--- config.mk ---
export PLATFORM = sky130hd
export DESIGN_NAME = ll1_expression_parser_top
export DESIGN_NICKNAME = d
export VERILOG_FILES = /design/src/rtl/core/llp_pkg.sv /design/src/rtl/core/llp_ctrl.sv /design/src/rtl/core/llp_dp.sv /design/src/rtl/core/ll1_expression_parser_top.sv
export SDC_FILE = /design/constraint.sdc
export NUM_CORES = 1
export LEC_CHECK = 0
export ABC_AREA = 1
export BUFFER_PORTS_ARGS = -buffer_cell sky130_fd_sc_hd__buf_2
export CAP_MARGIN = 30
export CORE_MARGIN = 10
export CORE_UTILIZATION = 55
export CTS_CLUSTER_SIZE = 30
export DETAILED_ROUTE_END_ITERATION = 7
export GPL_TIMING_DRIVEN = 0
export PLACE_DENSITY_LB_ADDON = 0.2
export REMOVE_ABC_BUFFERS = 1
export SKIP_LAST_GASP = 1
export SYNTH_ARGS = -nofsm -noshare
export SYNTH_HDL_FRONTEND = slang
export SYNTH_SLANG_ARGS = --single-unit
--- constraint.sdc ---
create_clock -name clk -period 8.45 [get_ports clk]
set_input_delay 0.845 -clock clk [delete_from_list [all_inputs] [get_ports clk]]
set_output_delay 0.845 -clock clk [all_outputs]
set_load 0.03 [all_outputs]
--- src/rtl/core/llp_pkg.sv ---
package llp_pkg;

	// Default number of entries on the parse stack.
	localparam int STACK_DEPTH_DEF = 64;

	// Grammar symbols as held on the parse stack.
	typedef enum logic [3:0] {
		SYM_END   = 4'd0,
		SYM_E     = 4'd1,
		SYM_EP    = 4'd2,
		SYM_T     = 4'd3,
		SYM_TP    = 4'd4,
		SYM_F     = 4'd5,
		SYM_A     = 4'd6,
		SYM_PLUS  = 4'd7,
		SYM_MINUS = 4'd8,
		SYM_STAR  = 4'd9,
		SYM_SLASH = 4'd10,
		SYM_LPAR  = 4'd11,
		SYM_RPAR  = 4'd12
	} sym_t;

	// Parse table columns; terminal columns line up with SYM_A onward.
	typedef enum logic [3:0] {
		COL_A       = 4'd0,
		COL_PLUS    = 4'd1,
		COL_MINUS   = 4'd2,
		COL_STAR    = 4'd3,
		COL_SLASH   = 4'd4,
		COL_LPAR    = 4'd5,
		COL_RPAR    = 4'd6,
		COL_END     = 4'd7,
		COL_UNKNOWN = 4'd8
	} col_t;

	// Productions selected by the parse table.
	typedef enum logic [3:0] {
		RULE_NONE  = 4'd0,
		RULE_EPS   = 4'd1,
		RULE_TE    = 4'd2,
		RULE_PLUS  = 4'd3,
		RULE_MINUS = 4'd4,
		RULE_FT    = 4'd5,
		RULE_STAR  = 4'd6,
		RULE_SLASH = 4'd7,
		RULE_PAREN = 4'd8,
		RULE_A     = 4'd9
	} rule_t;

	typedef enum logic [1:0] {
		VERDICT_PENDING = 2'd0,
		VERDICT_ACCEPT  = 2'd1,
		VERDICT_REJECT  = 2'd2
	} verdict_t;

	// Outcome of examining the top of the stack against the current byte.
	typedef enum logic [2:0] {
		ACT_REJECT = 3'd0,
		ACT_ACCEPT = 3'd1,
		ACT_MATCH  = 3'd2,
		ACT_EPS    = 3'd3,
		ACT_EXPAND = 3'd4
	} act_t;

	typedef enum logic [2:0] {
		ST_IDLE  = 3'd0,
		ST_START = 3'd1,
		ST_READ  = 3'd2,
		ST_EVAL  = 3'd3,
		ST_PUSH  = 3'd4,
		ST_DONE  = 3'd5
	} state_t;

	// Commands from the controller to the datapath.
	typedef struct packed {
		logic load;
		logic start_check;
		logic read;
		logic set_accept;
		logic set_reject;
		logic pop;
		logic expand;
		logic push;
		logic out_load;
	} cmd_t;

	// Status from the datapath to the controller.
	typedef struct packed {
		logic go;
		act_t act;
		logic push_last;
		logic out_free;
	} stat_t;

	// Maps a raw byte onto a table column.
	function automatic col_t classify(input logic [7:0] b);
		col_t c;
		case (b)
			8'h61:   c = COL_A;
			8'h2B:   c = COL_PLUS;
			8'h2D:   c = COL_MINUS;
			8'h2A:   c = COL_STAR;
			8'h2F:   c = COL_SLASH;
			8'h28:   c = COL_LPAR;
			8'h29:   c = COL_RPAR;
			8'h24:   c = COL_END;
			default: c = COL_UNKNOWN;
		endcase
		return c;
	endfunction

	// The LL(1) parse table for the nonterminal rows.
	function automatic rule_t table_rule(input logic [3:0] top, input col_t col);
		rule_t r;
		r = RULE_NONE;
		case (top)
			SYM_E: begin
				if (col == COL_A || col == COL_LPAR) r = RULE_TE;
			end
			SYM_EP: begin
				if (col == COL_PLUS) r = RULE_PLUS;
				else if (col == COL_MINUS) r = RULE_MINUS;
				else if (col == COL_RPAR || col == COL_END) r = RULE_EPS;
			end
			SYM_T: begin
				if (col == COL_A || col == COL_LPAR) r = RULE_FT;
			end
			SYM_TP: begin
				if (col == COL_STAR) r = RULE_STAR;
				else if (col == COL_SLASH) r = RULE_SLASH;
				else if (col == COL_PLUS || col == COL_MINUS || col == COL_RPAR ||
						col == COL_END) r = RULE_EPS;
			end
			SYM_F: begin
				if (col == COL_A) r = RULE_A;
				else if (col == COL_LPAR) r = RULE_PAREN;
			end
			default: r = RULE_NONE;
		endcase
		return r;
	endfunction

	// Number of symbols a production pushes.
	function automatic logic [1:0] rule_len(input rule_t r);
		logic [1:0] n;
		case (r)
			RULE_TE, RULE_FT: n = 2'd2;
			RULE_PLUS, RULE_MINUS, RULE_STAR, RULE_SLASH, RULE_PAREN: n = 2'd3;
			RULE_A: n = 2'd1;
			default: n = 2'd0;
		endcase
		return n;
	endfunction

	// Symbol k of a production in push order, last symbol of the body first.
	function automatic sym_t rule_push(input rule_t r, input logic [1:0] k);
		sym_t s;
		s = SYM_END;
		case (r)
			RULE_TE, RULE_PLUS, RULE_MINUS: begin
				if (k == 2'd0) s = SYM_EP;
				else if (k == 2'd1) s = SYM_T;
				else if (r == RULE_PLUS) s = SYM_PLUS;
				else s = SYM_MINUS;
			end
			RULE_FT, RULE_STAR, RULE_SLASH: begin
				if (k == 2'd0) s = SYM_TP;
				else if (k == 2'd1) s = SYM_F;
				else if (r == RULE_STAR) s = SYM_STAR;
				else s = SYM_SLASH;
			end
			RULE_PAREN: begin
				if (k == 2'd0) s = SYM_RPAR;
				else if (k == 2'd1) s = SYM_E;
				else s = SYM_LPAR;
			end
			RULE_A: s = SYM_A;
			default: s = SYM_END;
		endcase
		return s;
	endfunction

endpackage

--- src/rtl/core/llp_ctrl.sv ---
module llp_ctrl import llp_pkg::*; (
	input  logic  clk,
	input  logic  arst_n,
	input  logic  in_valid,
	input  stat_t stat,
	output cmd_t  cmd,
	output logic  in_stall
);

	state_t state_q;
	state_t state_d;

	// State register.
	always_ff @(posedge clk or negedge arst_n) begin
		if (!arst_n) begin
			state_q <= ST_IDLE;
		end else begin
			state_q <= state_d;
		end
	end

	// Next state.
	always_comb begin
		state_d = state_q;
		case (state_q)
			ST_IDLE: begin
				if (in_valid) state_d = ST_START;
			end
			ST_START: begin
				state_d = stat.go ? ST_READ : ST_DONE;
			end
			ST_READ: begin
				state_d = ST_EVAL;
			end
			ST_EVAL: begin
				case (stat.act)
					ACT_EPS:    state_d = ST_READ;
					ACT_EXPAND: state_d = ST_PUSH;
					default:    state_d = ST_DONE;
				endcase
			end
			ST_PUSH: begin
				if (stat.push_last) state_d = ST_READ;
			end
			ST_DONE: begin
				if (stat.out_free) state_d = ST_IDLE;
			end
			default: state_d = ST_IDLE;
		endcase
	end

	// Command decode.
	always_comb begin
		cmd = '0;
		in_stall = (state_q != ST_IDLE);
		case (state_q)
			ST_IDLE:  cmd.load = in_valid;
			ST_START: cmd.start_check = 1'b1;
			ST_READ:  cmd.read = 1'b1;
			ST_EVAL: begin
				case (stat.act)
					ACT_ACCEPT: cmd.set_accept = 1'b1;
					ACT_MATCH:  cmd.pop = 1'b1;
					ACT_EPS:    cmd.pop = 1'b1;
					ACT_EXPAND: cmd.expand = 1'b1;
					default:    cmd.set_reject = 1'b1;
				endcase
			end
			ST_PUSH:  cmd.push = 1'b1;
			ST_DONE:  cmd.out_load = stat.out_free;
			default:  cmd = '0;
		endcase
	end

endmodule

--- src/rtl/core/llp_dp.sv ---
module llp_dp import llp_pkg::*; #(
	parameter int STACK_DEPTH = STACK_DEPTH_DEF
) (
	input  logic       clk,
	input  logic       arst_n,
	input  cmd_t       cmd,
	output stat_t      stat,
	input  logic       restart,
	input  logic [7:0] symbol,
	input  logic       out_stall,
	output logic       out_valid,
	output logic [1:0] verdict,
	output logic [6:0] depth
);

	localparam int SP_W = $clog2(STACK_DEPTH + 1);
	localparam int A_W  = $clog2(STACK_DEPTH);

	logic [3:0]      stack_mem [STACK_DEPTH];
	logic [SP_W-1:0] sp_q;
	verdict_t        status_q;
	logic            e1_written_q;
	col_t            col_q;
	logic [3:0]      rd_data_q;
	logic [A_W-1:0]  rd_idx_q;
	rule_t           rule_q;
	logic [1:0]      k_q;
	logic            out_valid_q;
	verdict_t        verdict_q;
	logic [6:0]      depth_q;

	logic [A_W-1:0]  rd_addr;
	logic [A_W-1:0]  wr_addr;
	logic [3:0]      top_sym;
	rule_t           rule_cur;
	logic [SP_W:0]   grow;
	act_t            act;

	assign rd_addr = A_W'(sp_q - SP_W'(1));
	assign wr_addr = A_W'(sp_q);

	// Entry 0 is never written and always reads as the end marker; entry 1 reads as E
	// until a push overwrites it after the last restart.
	always_comb begin
		if (rd_idx_q == '0) begin
			top_sym = SYM_END;
		end else if (rd_idx_q == A_W'(1) && !e1_written_q) begin
			top_sym = SYM_E;
		end else begin
			top_sym = rd_data_q;
		end
	end

	// Decide what the top of the stack does with the current byte.
	always_comb begin
		rule_cur = table_rule(top_sym, col_q);
		grow = {1'b0, sp_q} + (SP_W+1)'(rule_len(rule_cur)) - (SP_W+1)'(1);
		if (sp_q == '0 || sp_q > SP_W'(STACK_DEPTH)) begin
			act = ACT_REJECT;
		end else if (top_sym == SYM_END) begin
			act = (col_q == COL_END) ? ACT_ACCEPT : ACT_REJECT;
		end else if (top_sym >= SYM_A) begin
			act = (col_q != COL_END && top_sym == 4'(SYM_A) + 4'(col_q)) ?
				ACT_MATCH : ACT_REJECT;
		end else if (rule_cur == RULE_NONE) begin
			act = ACT_REJECT;
		end else if (rule_cur == RULE_EPS) begin
			act = ACT_EPS;
		end else if (grow > (SP_W+1)'(STACK_DEPTH)) begin
			act = ACT_REJECT;
		end else begin
			act = ACT_EXPAND;
		end
	end

	// Status back to the controller.
	always_comb begin
		stat.go        = (status_q == VERDICT_PENDING) && (col_q != COL_UNKNOWN);
		stat.act       = act;
		stat.push_last = (k_q == rule_len(rule_q) - 2'd1);
		stat.out_free  = !out_valid_q || !out_stall;
	end

	// Symbol stack memory with a registered read port.
	always_ff @(posedge clk) begin
		if (cmd.push) begin
			stack_mem[wr_addr] <= rule_push(rule_q, k_q);
		end
		if (cmd.read) begin
			rd_data_q <= stack_mem[rd_addr];
			rd_idx_q  <= rd_addr;
		end
	end

	// Stack pointer, verdict and the entry 1 written flag.
	always_ff @(posedge clk or negedge arst_n) begin
		if (!arst_n) begin
			sp_q         <= SP_W'(2);
			status_q     <= VERDICT_PENDING;
			e1_written_q <= 1'b0;
		end else begin
			if (cmd.load && restart) begin
				sp_q         <= SP_W'(2);
				status_q     <= VERDICT_PENDING;
				e1_written_q <= 1'b0;
			end
			if (cmd.start_check && status_q == VERDICT_PENDING && col_q == COL_UNKNOWN) begin
				status_q <= VERDICT_REJECT;
			end
			if (cmd.set_accept) status_q <= VERDICT_ACCEPT;
			if (cmd.set_reject) status_q <= VERDICT_REJECT;
			if (cmd.pop || cmd.expand) sp_q <= sp_q - SP_W'(1);
			if (cmd.push) begin
				sp_q <= sp_q + SP_W'(1);
				if (sp_q == SP_W'(1)) e1_written_q <= 1'b1;
			end
		end
	end

	// Byte column, selected production and push counter.
	always_ff @(posedge clk) begin
		if (cmd.load) col_q <= classify(symbol);
		if (cmd.expand) begin
			rule_q <= rule_cur;
			k_q    <= 2'd0;
		end else if (cmd.push) begin
			k_q <= k_q + 2'd1;
		end
	end

	// Output register.
	always_ff @(posedge clk or negedge arst_n) begin
		if (!arst_n) begin
			out_valid_q <= 1'b0;
		end else if (cmd.out_load) begin
			out_valid_q <= 1'b1;
		end else if (!out_stall) begin
			out_valid_q <= 1'b0;
		end
	end

	always_ff @(posedge clk) begin
		if (cmd.out_load) begin
			verdict_q <= status_q;
			depth_q   <= 7'(sp_q);
		end
	end

	assign out_valid = out_valid_q;
	assign verdict   = verdict_q;
	assign depth     = depth_q;

endmodule

--- src/rtl/core/ll1_expression_parser_top.sv ---
// LL(1) predictive parser for the expression grammar over a, + - * / ( ) and $.
// Input channel: in_valid / in_stall with fields restart and symbol, one byte
// per request. restart reinitializes the stack to end marker and E before the
// byte is parsed. Output channel: out_valid / out_stall with verdict (0 pending,
// 1 accepted, 2 rejected) and depth (symbols left on the stack), one result per
// request, in order.
// Sequence: each byte passes a start check, then a stack read and an evaluation
// for each parse step, a push state per symbol of each expansion, and a final
// load of the output register. The stack memory takes one read or one write
// per cycle. Once a verdict is final, a byte goes from the start check straight
// to the output register until the next restart.
// Reset clears the verdict to pending and leaves the stack as end marker and E;
// no clearing pass is needed. The result sits in an output register, so the
// block finishes its next byte while the receiver stalls, then holds in_stall
// high until that register frees up.
module ll1_expression_parser_top import llp_pkg::*; #(
	parameter int STACK_DEPTH = STACK_DEPTH_DEF
) (
	input  logic       clk,
	input  logic       arst_n,
	input  logic       in_valid,
	output logic       in_stall,
	input  logic       restart,
	input  logic [7:0] symbol,
	output logic       out_valid,
	input  logic       out_stall,
	output logic [1:0] verdict,
	output logic [6:0] depth
);

	cmd_t  cmd;
	stat_t stat;

	llp_ctrl u_ctrl (
		.clk      (clk),
		.arst_n   (arst_n),
		.in_valid (in_valid),
		.stat     (stat),
		.cmd      (cmd),
		.in_stall (in_stall)
	);

	llp_dp #(
		.STACK_DEPTH (STACK_DEPTH)
	) u_dp (
		.clk       (clk),
		.arst_n    (arst_n),
		.cmd       (cmd),
		.stat      (stat),
		.restart   (restart),
		.symbol    (symbol),
		.out_stall (out_stall),
		.out_valid (out_valid),
		.verdict   (verdict),
		.depth     (depth)
	);

	// An accepted string leaves only the end marker on the stack.
	a_accept_depth: assert property (@(posedge clk) disable iff (!arst_n)
		(out_valid && verdict == VERDICT_ACCEPT) |-> (depth == 7'd1))
		else $error("accepted result with depth other than one");

	// The block is busy in the cycle after it takes a request.
	a_busy_after_req: assert property (@(posedge clk) disable iff (!arst_n)
		(in_valid && !in_stall) |=> in_stall)
		else $error("request taken without going busy");

	// Only defined verdict codes leave the block.
	a_verdict_code: assert property (@(posedge clk) disable iff (!arst_n)
		out_valid |-> (verdict == VERDICT_PENDING || verdict == VERDICT_ACCEPT ||
			verdict == VERDICT_REJECT))
		else $error("undefined verdict code");

endmodule

==> results of run 1 <==
[per-layer routing]
layer,global-route usage,wire length [µm],up-vias,share of wire
met3,0.03691,2639,77,0.082
met2,0.3237,14870,443,0.46
met5,0,0,-,0
met1,0.2742,13560,4570,0.42
met4,0.09002,1108,0,0.034
li1,-,-,4468,-
[sequential cells by signal, indices dropped and copies added (netlist names), named ones only]
signal             flops
u_ctrl.state_q         3
u_dp.out_valid         1
u_dp.k_q               2
u_dp.rd_idx_q          6
u_dp.rd_data_q         4
u_dp.col_q             4
u_dp.status_q          2
u_dp.depth             7
u_dp.rule_q            4
u_dp.e1_written_q      1
u_dp.verdict           2
u_dp.sp_q              7
u_dp.stack_mem       256
[critical path, cell delays in order (launching register included)]
cell,delay (ns)
dfrtp_4,0.76
buf_16,0.37
inv_4,0.27
buf_16,0.29
nand2_1,0.41
nand2_1,0.09
nand2_1,0.69
inv_1,0.59
o211ai_1,0.29
nand3_1,0.16
nand3_1,0.12
nand2_1,0.07
[power by group]
group	leakage (nW)	switching (W)	internal [W]
Sequential	2.82	0.000117	0.00176
Clock	0.510	0.000566	0.000822
Combinational	2.12	0.00166	0.000777
[cell usage in the layout (no fill, tap or decap), types with 32 or more instances in the layout]
master and instances:
nor2_1 236, o211ai_1 36, o21ai_0 139, o22ai_1 33, nand2_1 115, nand3_1 58
edfxtp_1 283, inv_1 66, o221ai_1 32, clkbuf_16 35
[area by class of cell]
| cell class | instances | share of cell area |
|---|---|---|
| well taps | 324 | 0.02643 |
| inverters | 72 | 0.01778 |
| flip-flops and latches | 301 | 0.5824 |
| repair buffers | 46 | 0.02969 |
| multi-input cells | 784 | 0.2751 |
| clock buffers | 44 | 0.05930 |
| clock inverters | 16 | 0.009218 |
[metrics by stage]
stage / setup TNS, ns / util / std cells / setup slack, ns
floorplan: 0 / - / 1157 / 0.3980
global placement: -566.47 / 0.5708 / 1504 / -5.475
detailed placement: 0 / 0.5875 / 1527 / 4.059
CTS: 0 / 0.6307 / 1587 / 4.010
global route: 0 / 0.6307 / 1587 / 3.520
finish: 0 / 0.6307 / 1587 / 4.013
[cell families after synthesis]
kind of cell             Yosys count  share of synthesized area
buffers and inverters            129                    0.03736
adder cells (fa/ha/maj)           25                    0.02356
AND/OR/NAND/NOR                  472                     0.1515
XOR/XNOR                          15                   0.009661
flip-flops                       301                     0.6567
AO/OA/AOI/OAI                    272                     0.1212
[final timing paths]
kind	start	to	slack [ns]	cells after the start
worst max register to register	u_dp.sp_q[0]	u_dp.rd_data_q[0]	4.01	11
worst min-delay path	arst_n	u_dp.sp_q[5]	0.23	1
min in group clk	u_dp.status_q[1]	u_dp.verdict[1]	0.51	0
worst max-delay path	u_dp.sp_q[0]	u_dp.rd_data_q[0]	4.01	11
max in group asynchronous	arst_n	u_dp.sp_q[1]	7.93	1
worst min register to register	u_dp.status_q[1]	u_dp.verdict[1]	0.51	0
==> impl_metrics.tcl, run 1 <==
set metrics [dict create \
    gr-total-overflow 0 \
    drt_wl_total_um 32180 \
    design.die.area_um2 31410 \
    vias_per_cell 6.023 \
    post-synth-top-area-fraction 0.6250 \
    run_status "completed" \
    finalCritPeriodShare 0.5251 \
    yosysWarningCount 0 \
    area.sequential_um2 8934 \
    drtAntennaViolNets 0 \
    cts_htree_levels 2 \
    synth.largest_area_cell "edfxtp_1" \
    yosysUniqueCellTypes 43 \
    power_density_nw_per_um2 371.6 \
    cts.clk_slew.worst_paths_ns 0.06 \
    cts_inserted_buffers 34 \
    global_route.usage.total 0.2054 \
    worstPathRequired_ns 8.69 \
    finalHoldWorstSlack_ns 0.2303 \
    floorplan.io_pins 24 \
    synthTopCellsByCount "283 x edfxtp_1, 236 x nor2_1, 139 x o21ai_0" \
    initial_core_utilization 0.5591 \
    core_um2 24320 \
    hpwlAfterDp_um 21130 \
    detailed_place.area_um2 14290 \
    avgRoutedWirePerCell_um 20.28 \
    largest_net_degree_at_the_start_of_global_routing 94 \
    ys_dominant_reg_cell "edfxtp_1" \
    cts_hold_buffers 0 \
    worst-setup-path-type "flip-flop to flip-flop" \
    timing.hold.worst.class "input pin to asynchronous set/reset pin" \
    finClkSkew_ns 0.02709 \
    area_occupied_by_multi_input_gates_um2 4220 \
    final_design_area_excluding_fillers_um2 15340 \
    clockBufferDepth 3 \
    number_of_buffer_cells_added_on_primary_ports 23 \
    setup_viol 0 \
    async_reset_ff_frac 0.04651 \
    final.min_clock_period_ns 4.437 \
    fraction_of_final_layout_cells_with_drive_strength_greater_than_1 0.09976 \
    syn_area_per_cell_um2 11.20 \
    detailedRoute.firstPassIterationCount 6 \
    die-height_um 177.2 \
    vias_in_the_first_global_route 9298 \
    arrival_ns 4.68 \
    tritoncts_clock_tree "done" \
    power_w 0.005699 \
    die_x_um 177.2 \
    synth_area_leaders "edfxtp_1 62%, nor2_1 6.5%, o21ai_0 5.1%" \
    static-leakage-power_nw 5.443 \
    endpoint_kind "flip-flop" \
    critical_path_peak_fanout 93 \
    netlist_instances 1214 \
    max_slew_margin 0.3626 \
    unrepaired_setup_endpoints_after_global_routing "false" \
    tightest_slew_ns 0.9560 \
    mappedNetlistArea_um2 13600 \
    vdd_drop_max_mv 0.2028 \
    synth_enable_flop_cells 283 \
    total_of_flip_flops_plus_latches_after_synthesis 301 \
    yosys.cell_count.top_type "edfxtp_1" \
    antenna_found_initial 0 \
    grt_pass1_wl_um 50830 \
    synth_seq_area_share 0.6567 \
    numClockSinks 301 \
    max_clock_freq_ghz 0.2254 \
    clockRootBuffer "clkbuf_16" \
    nFillCells 1887 \
    clkLatencyLatePin_ns 0.52 \
    drc_errors 0 \
    antenna-diode-count 0 \
    first_iter_violations 1265 \
    gpl.final_weighted_congestion 0.8576 \
    std_cell_rows 57 \
    vias 9558 \
    max_cap_viol_count 0 \
    finish.net_count 1277 \
    setup.worst_path.start_class "flip-flop" \
    cts_setup_buffers 0 \
    post_cts_repair_resize_count 0 \
    finalMaxSlewViolations 0 \
    flow.area_growth_from_synthesis_pct 12.80 \
    finalHoldViolCount 0 \
]
Power figures use the tool's default switching activity.
==> run 2, diff against run 1 <==
==> constraint.sdc (replaced) <==
create_clock -name clk -period 4.36 [get_ports clk]
set_input_delay 0.436 -clock clk [delete_from_list [all_inputs] [get_ports clk]]
set_output_delay 0.436 -clock clk [all_outputs]
set_load 0.03 [all_outputs]
==> run 2 against run 1 <==
Worst hold slack worse by 0.050 ns. Clock skew is 0.0034 ns lower. Clock-buffer cell count stayed put. Critical path depth is 17 higher. Sequential cell count stayed put. Via count is 1.9% higher.
==> impl_metrics.tcl, run 2 (same netlist as run 1, synthesis figures left out) <==
set metrics [dict create \
    flow.area_growth_from_synthesis_pct 14.10 \
    static-leakage-power_nw 5.512 \
    die-height_um 177.2 \
    gr-total-overflow 0 \
    commonest_non_fill_non_tap_cells_in_the_layout "283 x edfxtp_1, 230 x nor2_1, 139 x o21ai_0" \
    power.internal_w 0.006590 \
    vias_per_cell 6.086 \
    setup.worst_path.start "u_dp.rd_idx_q[3]" \
    cts.clk_slew.worst_paths_ns 0.06 \
    totalNegativeSetupSlack_ns 0 \
    tritoncts_clock_tree "done" \
    drc_errors 0 \
    cts_htree_levels 2 \
    hpwlAfterDp_um 21130 \
    vdd_drop_max_mv 0.3951 \
    design.die.area_um2 31410 \
    post_layout_nonfiller_instances 1600 \
    critical_path_peak_fanout 8 \
    floorplan.io_pins 24 \
    timing.hold.worst.class "input pin to flip-flop" \
    finalCritPeriodShare 0.9337 \
    numClockSinks 301 \
    grt_pass1_wl_um 50870 \
    power_density_nw_per_um2 721.1 \
    drt_wl_total_um 32580 \
    final.min_clock_period_ns 4.071 \
    core_um2 24320 \
    finish.net_count 1290 \
    first_iter_violations 1107 \
    gpl.final_weighted_congestion 0.8576 \
    placed_cells 1527 \
    share_comb_of_total_power 0.435 \
    path_common_cell "nand2_1" \
    net-switching-power_w 0.004598 \
    worst_path_dominant_cell_family "simple AND/OR/NAND/NOR gates" \
    finalMaxSlewViolations 0 \
    die_x_um 177.2 \
    endpoint_kind "flip-flop" \
    tightest_slew_ns 0.9671 \
    finalCoreUtilization 0.6380 \
    avgRoutedWirePerCell_um 20.36 \
    worstSetupPathDepth 28 \
    setup_viol 0 \
    global_route.usage.total 0.2054 \
    r2r_start "u_dp.rd_idx_q[3]" \
    antenna_found_initial 0 \
    setup.worst_path.start_class "flip-flop" \
    run_status "completed" \
    worst-setup-path-type "flip-flop to flip-flop" \
    finalHoldViolCount 0 \
    mostFrequentLayoutCell "edfxtp_1" \
    vias_in_the_first_global_route 9306 \
    drtAntennaViolNets 0 \
    p_seq_frac 0.325 \
    clockBufferDepth 3 \
    top_register "u_dp.stack_mem" \
    std_cell_rows 57 \
    clockRootBuffer "clkbuf_16" \
    worst-r2r-cell-count 28 \
    max_slew_margin 0.3552 \
    antenna-diode-count 0 \
    finClkSkew_ns 0.02365 \
    largest_net_degree_at_the_start_of_global_routing 94 \
    vias 9737 \
    p_clk_frac 0.240 \
    max_clock_freq_ghz 0.2456 \
    worst_hold_startpoint "out_stall" \
    initial_core_utilization 0.5591 \
    fraction_of_final_layout_cells_with_drive_strength_greater_than_1 0.1183 \
    number_of_buffer_cells_added_on_primary_ports 23 \
    max_cap_viol_count 0 \
    critical_path.max_stage_delay_ns 0.52 \
    clkLatencyLatePin_ns 0.52 \
    critical_path_buf_inv_count 6 \
    arrival_ns 4.47 \
    detailedRoute.firstPassIterationCount 6 \
    largest_register_ffs 256 \
    critical-path-slowest-cell "fa_2" \
    cts_inserted_buffers 34 \
    switching_share 0.4110 \
    worstPathRequired_ns 4.76 \
    timing.reg2reg.setup_slack_ns 0.29 \
]
==> run 2: power groups by stage <==
stage	Clock, W	Sequential (W)	Combinational [W]
after floorplan	0	0.00371	0.00294
after global placement	0	0.00379	0.00414
after detailed placement	0	0.00369	0.00464
after CTS	0.00273	0.00363	0.00467
after global routing	0.00285	0.00366	0.00531
final	0.00268	0.00364	0.00487
==> run 2: per-stage QoR <==
stage / instance area [µm²] / worst slack (ns) / hold WS (ns) / power, W
after floorplan: 13360 / -3.692 / 0.1404 / 0.006652
after global placement: 13880 / -9.565 / 0.3574 / 0.007931
after detailed placement: 14290 / -0.03103 / 0.3576 / 0.008328
after CTS: 15360 / 0.01181 / 0.1703 / 0.01104
after global routing: 15510 / -0.05924 / 0.2023 / 0.01181
final: 15510 / 0.2889 / 0.1798 / 0.01119
==> run 2: final cells by class <==
| cell class | count | area (µm²) |
|---|---|---|
| sequential | 301 | 8934 |
| fill | 1852 | 8805 |
| multi-input combinational | 785 | 4288 |
| clock buffer | 44 | 909.6 |
| timing repair buffer | 58 | 564.3 |
| tap | 324 | 405.4 |
| inverter | 72 | 272.8 |
| clock inverter | 16 | 141.4 |
==> run 2: repair_timing <==
action,4_1_cts,5_1_grt
resized for setup,2,15
pin swaps,0,13
hold endpoints to repair,13,0
hold buffers,1,0
setup endpoints to repair,13,18
setup buffers,0,11
gates cloned,0,1
==> run 2: metal layers <==
| layer | part of all wire | global-route usage | up-vias | wire [µm] |
|---|---|---|---|---|
| li1 | - | - | 4503 | - |
| met4 | 0.041 | 0.08897 | 0 | 1320 |
| met2 | 0.46 | 0.3245 | 465 | 14870 |
| met3 | 0.084 | 0.03776 | 94 | 2726 |
| met1 | 0.42 | 0.2734 | 4675 | 13660 |
| met5 | 0 | 0 | - | 0 |
==> run 2: how the worst min path moves through the flow <==
| stage | to | slack (ns) | cells past startpoint |
|---|---|---|---|
| global route | u_dp.out_valid | 0.20 | 3 |
| detailed placement | u_ctrl.state_q[0] | 0.36 | 1 |
| CTS | u_dp.out_valid | 0.17 | 3 |
| global placement | u_ctrl.state_q[0] | 0.36 | 1 |
| finish | u_dp.out_valid | 0.18 | 3 |
| floorplan | u_ctrl.state_q[0] | 0.14 | 0 |
==> run 2: worst reg2reg max path: cells and delay by family, from the launching register on <==
family	cells	cell delay, ns
AO/OA/AOI/OAI	1	0.24
adder cells (fa/ha/maj)	3	0.97
buffers and inverters	6	0.53
flip-flops	1	0.43
AND/OR/NAND/NOR	18	1.79
==> run 3, diff against run 2 <==
--- a/config.mk
+++ b/config.mk
@@ -13,7 +13,7 @@
 export CTS_CLUSTER_SIZE = 30
 export DETAILED_ROUTE_END_ITERATION = 7
 export GPL_TIMING_DRIVEN = 0
-export PLACE_DENSITY_LB_ADDON = 0.2
+export PLACE_DENSITY = 0.77
 export REMOVE_ABC_BUFFERS = 1
 export SKIP_LAST_GASP = 1
 export SYNTH_ARGS = -nofsm -noshare
==> run 3 against run 2 <==
Sequential power barely moved. Register-to-register slack got worse by 0.11 ns. Critical path depth fell by 2. Largest cell class unchanged.
==> impl_metrics.tcl, run 3 (same netlist as run 1, synthesis figures left out) <==
set metrics [dict create \
    top_register "u_dp.stack_mem" \
    max_slew_margin 0.3460 \
    clkLatencyLatePin_ns 0.58 \
    final.min_clock_period_ns 4.181 \
    worst_hold_endpoint "u_dp.out_valid" \
    critical_path.max_stage_delay_ns 0.52 \
    finClkSkew_ns 0.01110 \
    initial_core_utilization 0.5591 \
    path_common_cell "nand2_1" \
    cts_inserted_buffers 31 \
    clockRootBuffer "clkbuf_16" \
    final_design_area_excluding_fillers_um2 15380 \
    timing.reg2reg.setup_slack_ns 0.18 \
    die_x_um 177.2 \
    setup.worst_path.start_class "flip-flop" \
    vias_in_the_first_global_route 9178 \
    vdd_drop_max_mv 0.4286 \
    power_w 0.01100 \
    max_clock_freq_ghz 0.2392 \
    commonest_non_fill_non_tap_cells_in_the_layout "283 x edfxtp_1, 231 x nor2_1, 139 x o21ai_0" \
    timing.hold.worst.class "input pin to flip-flop" \
    worst-r2r-cell-count 26 \
    critical_path_peak_fanout 7 \
    global_route.usage.total 0.2029 \
    fraction_of_final_layout_cells_with_drive_strength_greater_than_1 0.1184 \
    finish.net_count 1283 \
    number_of_buffer_cells_added_on_primary_ports 23 \
    worst_path_dominant_cell_family "simple AND/OR/NAND/NOR gates" \
    tritoncts_clock_tree "done" \
    antenna-diode-count 0 \
    critical_path_buf_inv_count 3 \
    std_cell_rows 57 \
    largest_net_degree_at_the_start_of_global_routing 105 \
    placed_cells 1526 \
    nFillCells 1836 \
    finalMaxSlewViolations 0 \
    worst_hold_startpoint "out_stall" \
    gpl.final_weighted_congestion 0.9410 \
    totalNegativeSetupSlack_ns 0 \
    cts_htree_levels 1 \
    detailedRoute.firstPassIterationCount 8 \
    largest_register_ffs 256 \
    hpwlAfterDp_um 20670 \
    clockBufferDepth 3 \
    numClockSinks 301 \
    core_um2 24320 \
    run_status "completed" \
    drc_errors 0 \
    first_iter_violations 1121 \
    tightest_slew_ns 0.9795 \
    cts.clk_slew.worst_paths_ns 0.06 \
    grt_pass1_wl_um 50510 \
    power_density_nw_per_um2 715.0 \
    worstPathRequired_ns 4.83 \
    antenna_found_initial 0 \
    avgRoutedWirePerCell_um 20.45 \
    finalCritPeriodShare 0.9590 \
    drt_wl_total_um 32540 \
    design.die.area_um2 31410 \
    vias 9730 \
    endpoint_kind "flip-flop" \
    r2r_start "u_dp.rd_idx_q[0]" \
    flow.area_growth_from_synthesis_pct 13.13 \
    static-leakage-power_nw 5.471 \
    drtAntennaViolNets 0 \
    setup_viol 0 \
    finalHoldViolCount 0 \
    critical-path-slowest-cell "fa_2" \
    gr-total-overflow 0 \
    max_cap_viol_count 0 \
    hold_depth 3 \
    die-height_um 177.2 \
    post_layout_nonfiller_instances 1591 \
    detailed_place.area_um2 14270 \
    arrival_ns 4.65 \
    worst-setup-path-type "flip-flop to flip-flop" \
    floorplan.io_pins 24 \
    vias_per_cell 6.116 \
    mostFrequentLayoutCell "edfxtp_1" \
]
[run 3: metal layers]
metal  vias up  global-route usage  part of all wire
met5         -                   0                 0
met4         0             0.06515             0.030
met3        71             0.03072             0.086
met2       496              0.3335              0.48
met1      4676              0.2719              0.41
li1       4487                   -                 -
[run 3: worst max path at each step]
| stage | from | cells after the start | slack, ns | endpoint |
|---|---|---|---|---|
| after floorplan | u_dp.sp_q[0] | 8 | -3.69 | u_dp.rd_data_q[1] |
| after global placement | u_dp.sp_q[0] | 8 | -8.98 | u_dp.rd_data_q[1] |
| after detailed placement | u_dp.sp_q[0] | 10 | -0.11 | u_dp.rd_data_q[1] |
| after CTS | u_dp.rd_idx_q[3] | 26 | 0.002 | u_dp.sp_q[3] |
| after global routing | u_dp.rd_idx_q[1] | 27 | -0.13 | flip-flop |
| final | u_dp.rd_idx_q[0] | 26 | 0.18 | flip-flop |
[run 3: what timing repair did]
action	4_1_cts	5_1_grt
pin swaps	0	14
setup endpoints to repair	15	18
cloned	0	0
resized for setup	2	14
hold endpoints to repair	13	0
hold buffers	1	0
buffers inserted	1	8
[run 3: area by class of cell]
cell class | instances | area (µm²) | area share
clock inverters | 17 | 156.4 | 0.01017
well taps | 324 | 405.4 | 0.02635
repair buffers | 55 | 541.8 | 0.03522
inverters | 72 | 272.8 | 0.01773
multi-input cells | 784 | 4272 | 0.2777
flip-flops and latches | 301 | 8934 | 0.5807
clock buffers | 38 | 802.0 | 0.05214
[run 3: worst reg2reg max path, stage by stage (launching register included)]
cell and delay (ns):
edfxtp_1 0.43, nor2_2 0.19, nand3_4 0.13, nand2_1 0.14
nor2_4 0.07, nand4_1 0.15, nand2_1 0.07, nor2_1 0.26
nor2_1 0.11, o21a_1 0.20, ha_1 0.19, inv_1 0.10
ha_4 0.15, inv_1 0.05, fa_2 0.52, nand2_1 0.06
nor2_1 0.10, nand4_1 0.10, nor2_2 0.14, nor2_2 0.06
nor3_4 0.23, buf_6 0.16, nand4_1 0.10, nand2_1 0.16
nand2_1 0.07, nand3_1 0.08, nand2_1 0.05
[run 3: power by group]
group          total, W  internal [W]  switching [W]
Clock           0.00252       0.00143        0.00109
Combinational   0.00486       0.00155        0.00331
Sequential      0.00362       0.00341       0.000215
Total            0.0110       0.00639        0.00461
[run 3: stage by stage]
step	utilization	hold slack (ns)	setup slack, ns
finish	0.6326	0.1122	0.1786
global route	0.6326	0.1128	-0.1343
floorplan	-	0.1404	-3.692
CTS	0.6282	0.09536	0.002213
detailed placement	0.5869	0.3613	-0.1075
global placement	0.5708	0.3549	-8.980
